[config.mk]
export PLATFORM = sky130hd
export DESIGN_NAME = fastq_record_parser_trim_core
export DESIGN_NICKNAME = d
export VERILOG_FILES = /design/src/rtl/frpt_pkg.sv /design/src/rtl/fastq_record_parser_trim_core.sv
export SDC_FILE = /design/constraint.sdc
export NUM_CORES = 1
export LEC_CHECK = 0
export BUFFER_PORTS_ARGS = -buffer_cell sky130_fd_sc_hd__buf_2
export CORE_MARGIN = 3
export CORE_UTILIZATION = 40
export CTS_CLUSTER_SIZE = 24
export DETAILED_ROUTE_END_ITERATION = 8
export PLACE_DENSITY_LB_ADDON = 0.3
export RECOVER_POWER = 25
export SKIP_CTS_REPAIR_TIMING = 1
export SYNTH_ARGS = -nofsm -noshare
export SYNTH_HDL_FRONTEND = slang
export SYNTH_SLANG_ARGS = --single-unit
[constraint.sdc]
create_clock -name i_clk -period 3.6 [get_ports i_clk]
set_input_delay 0 -clock i_clk [delete_from_list [all_inputs] [get_ports i_clk]]
set_output_delay 0 -clock i_clk [all_outputs]
set_load 0.01 [all_outputs]
[src/rtl/frpt_pkg.sv]
`timescale 1ns / 1ps
// ============================================================================
// frpt_pkg
// Shared types, codes and helpers for the FASTQ record parser/trimmer.
// ============================================================================
package frpt_pkg;

    // Width of the per-line saturating counters.
    localparam int COUNT_BITS = 16;
    localparam int INDEX_BITS = 16;
    localparam int TRIM_BITS  = 16;

    localparam logic [7:0] CH_AT    = 8'h40;
    localparam logic [7:0] CH_PLUS  = 8'h2B;
    localparam logic [7:0] CH_LF    = 8'h0A;
    localparam logic [7:0] CH_CR    = 8'h0D;
    localparam logic [7:0] CH_SPACE = 8'h20;
    localparam logic [7:0] CH_TAB   = 8'h09;
    localparam logic [7:0] CH_VT    = 8'h0B;
    localparam logic [7:0] CH_FF    = 8'h0C;

    typedef logic [COUNT_BITS-1:0] t_count;

    typedef enum logic [2:0] {
        PH_HDR_START = 3'd0,
        PH_HDR       = 3'd1,
        PH_SEQ       = 3'd2,
        PH_SEP_START = 3'd3,
        PH_SEP       = 3'd4,
        PH_QUAL      = 3'd5,
        PH_HALT      = 3'd6
    } t_phase;

    typedef enum logic [1:0] {
        ID_BEFORE = 2'd0,
        ID_IN     = 2'd1,
        ID_AFTER  = 2'd2
    } t_id_phase;

    typedef enum logic [2:0] {
        K_HDR    = 3'd0,
        K_BASE   = 3'd1,
        K_QUAL   = 3'd2,
        K_DONE   = 3'd3,
        K_STOP   = 3'd4,
        K_BADHDR = 3'd5,
        K_BADSEP = 3'd6
    } t_kind;

    typedef struct packed {
        logic [7:0] data_byte;
        logic       is_end;
    } t_in_item;

    typedef struct packed {
        t_kind                 out_kind;
        logic [7:0]            out_byte;
        logic                  in_id;
        logic [INDEX_BITS-1:0] out_index;
        logic                  out_last;
    } t_out_item;

    function automatic t_count sat_inc(input t_count c);
        return (c == {COUNT_BITS{1'b1}}) ? c : c + t_count'(1);
    endfunction

    function automatic logic [INDEX_BITS-1:0] to_index(input t_count c);
        logic [63:0] w;
        w = 64'(c);
        return (w > 64'(16'hFFFF)) ? {INDEX_BITS{1'b1}} : w[INDEX_BITS-1:0];
    endfunction

    function automatic logic is_ws(input logic [7:0] b);
        return (b == CH_SPACE) || (b == CH_TAB) || (b == CH_VT) ||
               (b == CH_FF) || (b == CH_CR);
    endfunction

    function automatic t_out_item mk_item(input t_kind k, input logic [7:0] b,
                                          input logic id,
                                          input logic [INDEX_BITS-1:0] idx,
                                          input logic last);
        t_out_item r;
        r.out_kind  = k;
        r.out_byte  = b;
        r.in_id     = id;
        r.out_index = idx;
        r.out_last  = last;
        return r;
    endfunction

endpackage

[src/rtl/fastq_record_parser_trim_core.sv]
// Path: an accepted byte passes the input register, then parse logic into
//   a 3-entry result queue, from whose head its result is offered.
// Throughput: one byte per cycle; a step yields at most two results, and the
//   input stalls only while the result queue holds two or more items.
// Reset: synchronous, active-low i_rst_n; clears parser state, trim_length
//   and the queue. No clearing pass, the block is ready the cycle after.
`timescale 1ns / 1ps
// ============================================================================
// fastq_record_parser_trim_core
// Byte-serial FASTQ parser: tags header/id bytes, bases and qualities,
// trims to trim_length, and reports record done, clean stop and errors.
// ============================================================================
module fastq_record_parser_trim_core
    import frpt_pkg::*;
(
    input  logic                 i_clk,
    input  logic                 i_rst_n,
    // byte input channel
    input  logic                 i_in_valid,
    output logic                 o_in_stall,
    input  t_in_item             i_in_item,
    // result output channel
    output logic                 o_out_valid,
    input  logic                 i_out_stall,
    output t_out_item            o_out_item,
    // trim_length write channel
    input  logic                 i_cfg_valid,
    output logic                 o_cfg_ready,
    input  logic [TRIM_BITS-1:0] i_cfg_data
);

    localparam int QDEPTH = 3;

    // ------------------------------------------------------------------
    // Configuration: always ready; writes must arrive only while idle (not enforced here).
    // ------------------------------------------------------------------
    logic [TRIM_BITS-1:0] r_trim;

    assign o_cfg_ready = 1'b1;

    always_ff @(posedge i_clk) begin
        if (!i_rst_n) begin
            r_trim <= '0;
        end else if (i_cfg_valid && o_cfg_ready) begin
            r_trim <= i_cfg_data;
        end
    end

    // ------------------------------------------------------------------
    // Input register
    // ------------------------------------------------------------------
    logic     r_in_vld;
    t_in_item r_in;
    logic     w_adv;    // queue has room for a two-result step
    logic     w_go;     // parse the registered byte this cycle
    logic [1:0] r_cnt;

    assign w_adv      = (r_cnt <= 2'd1);
    assign w_go       = r_in_vld && w_adv;
    assign o_in_stall = r_in_vld && !w_adv;

    always_ff @(posedge i_clk) begin
        if (!i_rst_n) begin
            r_in_vld <= 1'b0;
        end else if (!o_in_stall) begin
            r_in_vld <= i_in_valid;
        end
    end

    always_ff @(posedge i_clk) begin
        if (i_in_valid && !o_in_stall) begin
            r_in <= i_in_item;
        end
    end

    // ------------------------------------------------------------------
    // Parser state
    // ------------------------------------------------------------------
    t_phase    r_phase, n_phase;
    t_id_phase r_id, n_id;
    t_count    r_seq, n_seq;
    t_count    r_qual, n_qual;
    t_count    r_hdr, n_hdr;

    t_out_item w_res0, w_res1;
    logic [1:0] w_nres;

    always_ff @(posedge i_clk) begin
        if (!i_rst_n) begin
            r_phase <= PH_HDR_START;
            r_id    <= ID_BEFORE;
            r_seq   <= '0;
            r_qual  <= '0;
            r_hdr   <= '0;
        end else if (w_go) begin
            r_phase <= n_phase;
            r_id    <= n_id;
            r_seq   <= n_seq;
            r_qual  <= n_qual;
            r_hdr   <= n_hdr;
        end
    end

    // One byte per step: next state plus up to two results.
    always_comb begin
        logic [7:0]  b;
        logic        fin;
        logic [31:0] seq_w;
        logic [31:0] qual_w;
        logic [31:0] trim_w;
        logic        trimmed;

        b       = r_in.data_byte;
        fin     = r_in.is_end;
        seq_w   = 32'(r_seq);
        qual_w  = 32'(r_qual);
        trim_w  = 32'(r_trim);
        trimmed = (r_trim != '0) && (seq_w > trim_w);

        n_phase = r_phase;
        n_id    = r_id;
        n_seq   = r_seq;
        n_qual  = r_qual;
        n_hdr   = r_hdr;
        w_nres  = 2'd0;
        w_res0  = mk_item(K_STOP, 8'h00, 1'b0, '0, 1'b1);
        w_res1  = mk_item(K_STOP, 8'h00, 1'b0, '0, 1'b1);

        case (r_phase)
            PH_HDR_START: begin
                if (fin || b == CH_LF || b == CH_CR) begin
                    // empty line or end of input: clean stop
                    w_nres  = 2'd1;
                    n_phase = PH_HALT;
                end else if (b == CH_AT) begin
                    n_seq   = '0;
                    n_qual  = '0;
                    n_hdr   = '0;
                    n_id    = ID_BEFORE;
                    n_phase = PH_HDR;
                end else begin
                    w_res0  = mk_item(K_BADHDR, 8'h00, 1'b0, '0, 1'b1);
                    w_nres  = 2'd1;
                    n_phase = PH_HALT;
                end
            end
            PH_HDR: begin
                if (fin) begin
                    w_res0  = mk_item(K_BADSEP, 8'h00, 1'b0, '0, 1'b1);
                    w_nres  = 2'd1;
                    n_phase = PH_HALT;
                end else if (b == CH_LF) begin
                    n_phase = PH_SEQ;
                end else begin
                    // id token: first run of non-whitespace
                    if (r_id == ID_BEFORE && !is_ws(b)) begin
                        n_id = ID_IN;
                    end else if (r_id == ID_IN && is_ws(b)) begin
                        n_id = ID_AFTER;
                    end
                    w_res0 = mk_item(K_HDR, b, n_id == ID_IN, to_index(r_hdr), 1'b1);
                    w_nres = 2'd1;
                    n_hdr  = sat_inc(r_hdr);
                end
            end
            PH_SEQ: begin
                if (fin) begin
                    w_res0  = mk_item(K_BADSEP, 8'h00, 1'b0, '0, 1'b1);
                    w_nres  = 2'd1;
                    n_phase = PH_HALT;
                end else if (b == CH_LF) begin
                    n_phase = PH_SEP_START;
                end else begin
                    if (r_trim == '0 || seq_w < trim_w) begin
                        w_res0 = mk_item(K_BASE, b, 1'b0, to_index(r_seq), 1'b1);
                        w_nres = 2'd1;
                    end
                    n_seq = sat_inc(r_seq);
                end
            end
            PH_SEP_START: begin
                if (!fin && b == CH_PLUS) begin
                    n_phase = PH_SEP;
                end else if (!fin && b == CH_CR) begin
                    w_nres  = 2'd1;
                    n_phase = PH_HALT;
                end else begin
                    w_res0  = mk_item(K_BADSEP, 8'h00, 1'b0, '0, 1'b1);
                    w_nres  = 2'd1;
                    n_phase = PH_HALT;
                end
            end
            PH_SEP: begin
                if (fin) begin
                    w_res0  = mk_item(K_DONE, 8'h00, 1'b0, '0, 1'b0);
                    w_nres  = 2'd2;
                    n_phase = PH_HALT;
                end else if (b == CH_LF) begin
                    n_qual  = '0;
                    n_phase = PH_QUAL;
                end
            end
            PH_QUAL: begin
                if (fin) begin
                    w_res0  = mk_item(K_DONE, 8'h00, 1'b0, '0, 1'b0);
                    w_nres  = 2'd2;
                    n_phase = PH_HALT;
                end else if (b == CH_LF) begin
                    w_res0  = mk_item(K_DONE, 8'h00, 1'b0, '0, 1'b1);
                    w_nres  = 2'd1;
                    n_seq   = '0;
                    n_qual  = '0;
                    n_hdr   = '0;
                    n_id    = ID_BEFORE;
                    n_phase = PH_HDR_START;
                end else begin
                    // qualities are cut only when the sequence ran past the limit
                    if (!trimmed || qual_w < trim_w) begin
                        w_res0 = mk_item(K_QUAL, b, 1'b0, to_index(r_qual), 1'b1);
                        w_nres = 2'd1;
                    end
                    n_qual = sat_inc(r_qual);
                end
            end
            PH_HALT: begin
                n_phase = PH_HALT;
            end
            default: begin
                n_phase = PH_HALT;
            end
        endcase
    end

    // ------------------------------------------------------------------
    // Result queue: shift register, head in slot 0.
    // ------------------------------------------------------------------
    t_out_item r_q [QDEPTH];
    t_out_item n_q [QDEPTH];
    logic [1:0] n_cnt;
    logic       w_pop;

    assign w_pop       = (r_cnt != 2'd0) && !i_out_stall;
    assign o_out_valid = (r_cnt != 2'd0);
    assign o_out_item  = r_q[0];

    always_comb begin
        logic [1:0] base;
        base = r_cnt - {1'b0, w_pop};
        for (int j = 0; j < QDEPTH; j++) begin
            if (w_pop && j < QDEPTH - 1) begin
                n_q[j] = r_q[j+1];
            end else begin
                n_q[j] = r_q[j];
            end
            if (w_go && w_nres != 2'd0 && 2'(j) == base) begin
                n_q[j] = w_res0;
            end
            if (w_go && w_nres == 2'd2 && 2'(j) == base + 2'd1) begin
                n_q[j] = w_res1;
            end
        end
        n_cnt = base + (w_go ? w_nres : 2'd0);
    end

    always_ff @(posedge i_clk) begin
        if (!i_rst_n) begin
            r_cnt <= 2'd0;
        end else begin
            r_cnt <= n_cnt;
        end
    end

    always_ff @(posedge i_clk) begin
        for (int j = 0; j < QDEPTH; j++) begin
            r_q[j] <= n_q[j];
        end
    end

endmodule

After elaboration in Yosys (flattened, before gate mapping)
Memory sizes are Yosys's and may differ from the RTL's.
Cells that the tools add are included.
- memories: 1
- bits of input ports: 30
- word-level logic and storage cells: 184
- memory bits (writable): 87
- register bits: 81
- add/sub/neg operators: 6
- order comparisons: 4
- multiplexer cells: 76
- reduce and logical (&&, ||, !) cells: 47
- equal/unequal tests: 40
- memories (memory ; words ; bits a word ; read ports ; clocked after Yosys merged registers in ; wr ports ; line ; text):
    r_q ; 3 ; 29 ; 3 ; 0 ; 3 ; fastq_record_parser_trim_core.sv:237 ; t_out_item r_q [QDEPTH];
- operators by type and width (operator ; number):
    2-to-1 mux 29 bit ; 17
    2-to-1 mux 16 bit ; 13
    one-hot mux 29 bit (6 select lines) ; 1
    one-hot mux 16 bit (3 select lines) ; 3
    2-to-1 mux 28 bit ; 2
    2-to-1 mux 27 bit ; 2
    adder 16 x 1 -> 16 bit (second input constant) ; 3
    equality test 16 bit (second input constant) ; 3
    equality test 8 x 4 -> 1 bit (second input constant) ; 5
    less-than comparator 16 bit ; 2
    2-to-1 mux 2 bit ; 15
    2-to-1 mux 3 bit ; 10
    != test 2 bit (second input constant) ; 12
    one-hot mux 3 bit (6 select lines) ; 1
    AND reduction 9 bit ; 2
    logical AND 1 bit ; 17
    equality test 8 x 6 -> 1 bit (second input constant) ; 2
    > comparator 16 bit ; 1
    zero test 16 bit ; 1
    AND reduction 8 bit ; 2
    nonzero test 16 bit ; 1
    != test 3 bit (second input constant) ; 5
    one-hot mux 2 bit (6 select lines) ; 1
    2-to-1 mux 1 bit ; 10
    20 further kinds ; 42

Longest topological paths before layout
- depth in word-level cells: 17
- gate-level depth with buffers: 14
- depth with buffers taken out: 14

Worst setup path before layout
No wires, ideal clock.
- path kind: register to register
- start: register r_cnt[1]
- end: memory r_q[0][31] in the netlist's numbering
- cell stages (with the launch flop): 13
- data required time: 3472 ps
- arrival: 2841 ps
- slack: 631 ps
- buffers on the path: 4
- path through: dfxtp_1 -> or2_2 -> nand2b_1 -> inv_1 -> buf_1 -> clkbuf_1 -> ha_1 -> nor2_1 -> o311ai_2 -> nor2_1 -> buf_2 -> buf_1 -> nor2_1
- RTL lines (what ; line ; text):
    start, declared ; fastq_record_parser_trim_core.sv:56 ; logic [1:0] r_cnt;
    start signal, assigned ; fastq_record_parser_trim_core.sv:269 ; r_cnt <= n_cnt;
    end, declared ; fastq_record_parser_trim_core.sv:237 ;

==> impl_results.md <==
* FF-to-FF Start: r_trim[14]
* 1st-iter DRT viols at 623
* Number of port buffers at 60
* R2R setup slack at 0.22 ns
* Worst Path Required at 3.97 ns
* Final Skew at 0.01316 ns
* GPL Wtd Cong at 0.8831
* Slowest-stage cell, CP: a31oi_1
* Most common cell after layout, fill and taps aside: dfxtp_1
* Clock tree from TritonCTS: built
* Starting density of the core at 41.37%
* WHS Endpoint: r_trim[6]
* GRT Util Overall at 19.76%
* Yosys warns at 0
* Area of the multi-input gates at 4836 µm²
* Antenna violation net count after detailed routing at 0
* NumNets Final at 1158
* Design area at 10280 µm²
* Leak pwr at 3.846 nW
* Simple-Gate Fraction of Synth Area at 20.99%
* GRT overflow at 0
* Synth-to-Final Area Change at 16.41%
* Avg Cell Area, Syn at 8.577 µm²
* CP Max Fanout at 46
* Hold Crit Start: i_cfg_valid
* RSZ-0062 raised after global routing: no
* Worst setup EP type: flop
* Die height at 154.6 µm
* Fin. Hold Viols at 0
* Syn Inst Count at 1030
* Reg2Reg Depth at 12
* Crit start category: flop
* Most frequent cells in the layout: dfxtp_1, nand2_1, nor2_1, mux2i_1, nand3_1
* Clk Latency, worst-skew pair at 0.44 ns
* Initial antenna violation count at 0
* Vias per cell at 5.609
* Register area share after synthesis at 39.09%
* Die X-Extent at 154.6 µm
* Number of flops mapped to enable cells by yosys at 9
* DR vias at 7735
* Slew HR at 9.724%
* Maximum achievable frequency at 0.2960 GHz
* Yosys cell types at 69
* Dpl cell area at 9392 µm²
* First-pass GRT wire length at 38310 µm
* Vias in the first global route at 7123
* Largest stage delay, worst path at 0.65 ns
* Critical path class: flop to flop
* Crit path time final at 3.378 ns
* Worst path top cell family by delay: compound AO/OA/AOI/OAI gates
* Drt drc at 0
* Synthesized net count at 1096
* Synth Register Bits at 168
* Post-Syn Area at 8835 µm²
* Top-level port count at 62
* Dpl hpwl at 16580 µm
* Slew Limit Fails at 0
* Core Box Area at 21350 µm²
* Post-Synth XOR/XNOR Area at 3.866%
* Crit share post-route at 93.84%
* Reg area at 3453 µm²
* Die area at 23910 µm²
* # setup viols final at 0
* Synth Area in Compound Gates at 17.25%
* Post-synthesis mux area share at 6.869%
* Worst hold margin at 0.09180 ns
* CP Buf/Inv Count at 3
* Min-Delay Path Class: primary input to flop
* Total CTS buffers at 17
* Total routed wirelength at 24050 µm
* Primary FF master, synth: dfxtp_1
* Fillers at 2026
* Pin slew with the least headroom to its limit at 1.349 ns
* Wirelength per Cell at 17.44 µm
* H-tree depth reported by CTS at 4
* Reg-to-reg endpoint: r_q[0][32]
* Max Cap Viol at 0
* Post-synth ARST share at 0%
* Power Total at 0.005732 W
* Drt pass-1 iters at 5
* Clk buf depth at 2
* Critical-path cell list: inv_1 -> ha_1 -> nand4_1 -> nor3_1 -> o2111ai_1 -> a31oi_1 -> a211oi_2 -> buf_4 -> o311ai_4 -> buf_12 -> mux2_1 -> nor2_1
* Post-Synth Adder-Cell Area at 5.098%
* Layout cells sized above 1 at 11.41%
* Hold Crit Depth at 3
* PD cells at 557.3 nW/µm²
* Worst-path clk slew at 0.06 ns
* Status: finished, final reports clean
* Largest net degree at the start of global routing at 59
* # diodes at 0
* Clock tree root buffer cell: clkbuf_16
* Max rail drop VDD at 355.8 µV
* Worst Path Arrival at 3.75 ns
* Rows at 53
* CTS sink count at 168
* Main combinational cell family by area after synthesis: simple AND/OR/NAND/NOR gates
==> cell type report <==
class / count / area share (%)
multi-input cells: 739 / 47.02
clock buffers: 22 / 4.915
clock inverters: 9 / 0.9854
flip-flops and latches: 168 / 33.58
inverters: 32 / 1.168
repair buffers: 134 / 8.990
well taps: 275 / 3.345
==> logic make-up after synthesis <==
group,after synthesis
buf+inv,123
mux,59
flops,168
simple gates,382
other cells,1
compound gates,222
xor+xnor,39
fa+ha+maj,36
==> per-layer routing <==
metal	GRT usage [%]	vias to the layer above	part of all wire (%)
met1	26.35	3688	46
met2	32.45	205	48
met4	7.023	0	2.3
li1	-	3806	-
met3	3.218	36	4.0
met5	0	-	0
==> worst max path at each step <==
stage / start / end / slack (ns) / cells past startpoint
floorplan: r_cnt[1] / r_q[0][31] / 0.63 / 12
global placement: r_trim[15] / r_q[0][31] / -0.1 / 11
detailed placement: r_trim[15] / r_q[0][42] / -0.19 / 11
CTS: r_trim[15] / r_q[0][42] / -0.18 / 11
global route: r_trim[11] / r_q[0][29] / 0.01 / 12
finish: r_trim[14] / r_q[0][32] / 0.22 / 12
==> synthesized netlist by cell type, types with 4 or more instances <==
master	count	area share (%)
nor2b_1	18	1.3
mux2i_1	46	5.2
xnor2_1	20	2.0
dfxtp_1	159	36
buf_1	4	0.17
or4_1	4	0.34
or3_1	9	0.64
o21ai_1	12	0.68
a211oi_1	26	2.2
a222oi_1	15	1.7
o21ai_0	41	2.3
o21a_1	4	0.34
inv_1	32	1.4
nor4_1	9	0.64
nand4_1	20	1.4
ha_1	36	5.1
and2_1	8	0.57
edfxtp_1	9	3.1
nand3_1	44	2.5
mux2_1	11	1.4
buf_4	32	2.7
nor3_1	20	1.1
buf_2	9	0.51
nand2b_1	13	0.92
a21oi_1	42	2.4
o31ai_1	6	0.51
xor2_1	19	1.9
nand2_1	105	4.5
a31oi_1	26	1.8
and3_1	17	1.2
nor2_1	97	4.1
clkbuf_1	45	1.9
and4_1	6	0.59
a21boi_1	19	1.6
==> worst min-delay path: cells and delay by family <==
kind	cells	cell delay, ns
muxes	1	0.17
and+or+nand+nor	1	0.07
buffers and inverters	1	0.25
==> sequential cells by signal, summed over array words and instances, names as in the netlist <==
| register | cells |
|---|---|
| r_in_vld | 1 |
| r_q | 87 |
| r_in | 9 |
| r_id | 2 |
| r_qual | 16 |
| r_seq | 16 |
| r_hdr | 16 |
| r_phase | 3 |
| r_cnt | 2 |
| r_trim | 16 |
==> metrics by stage <==
step	setup TNS (ns)	util, %	instances	worst slack [ns]
2_1_floorplan	0	-	1030	0.6314
3_3_place_gp	-0.7242	43.98	1317	-0.09602
3_5_place_dp	-1.629	43.98	1317	-0.1875
4_1_cts	-1.710	46.82	1348	-0.1752
5_1_grt	0	48.17	1379	0.01279
6_report	0	48.17	1379	0.2218
==> where the power goes <==
part / switching, W / total [W] / leakage, nW / internal (W)
Combinational: 0.000834 / 0.00148 / 2.16 / 0.000646
Clock: 0.000789 / 0.00187 / 0.297 / 0.00108
Sequential: 0.000192 / 0.00238 / 1.39 / 0.00219
No activity file was read; power rests on OpenSTA's default activity.
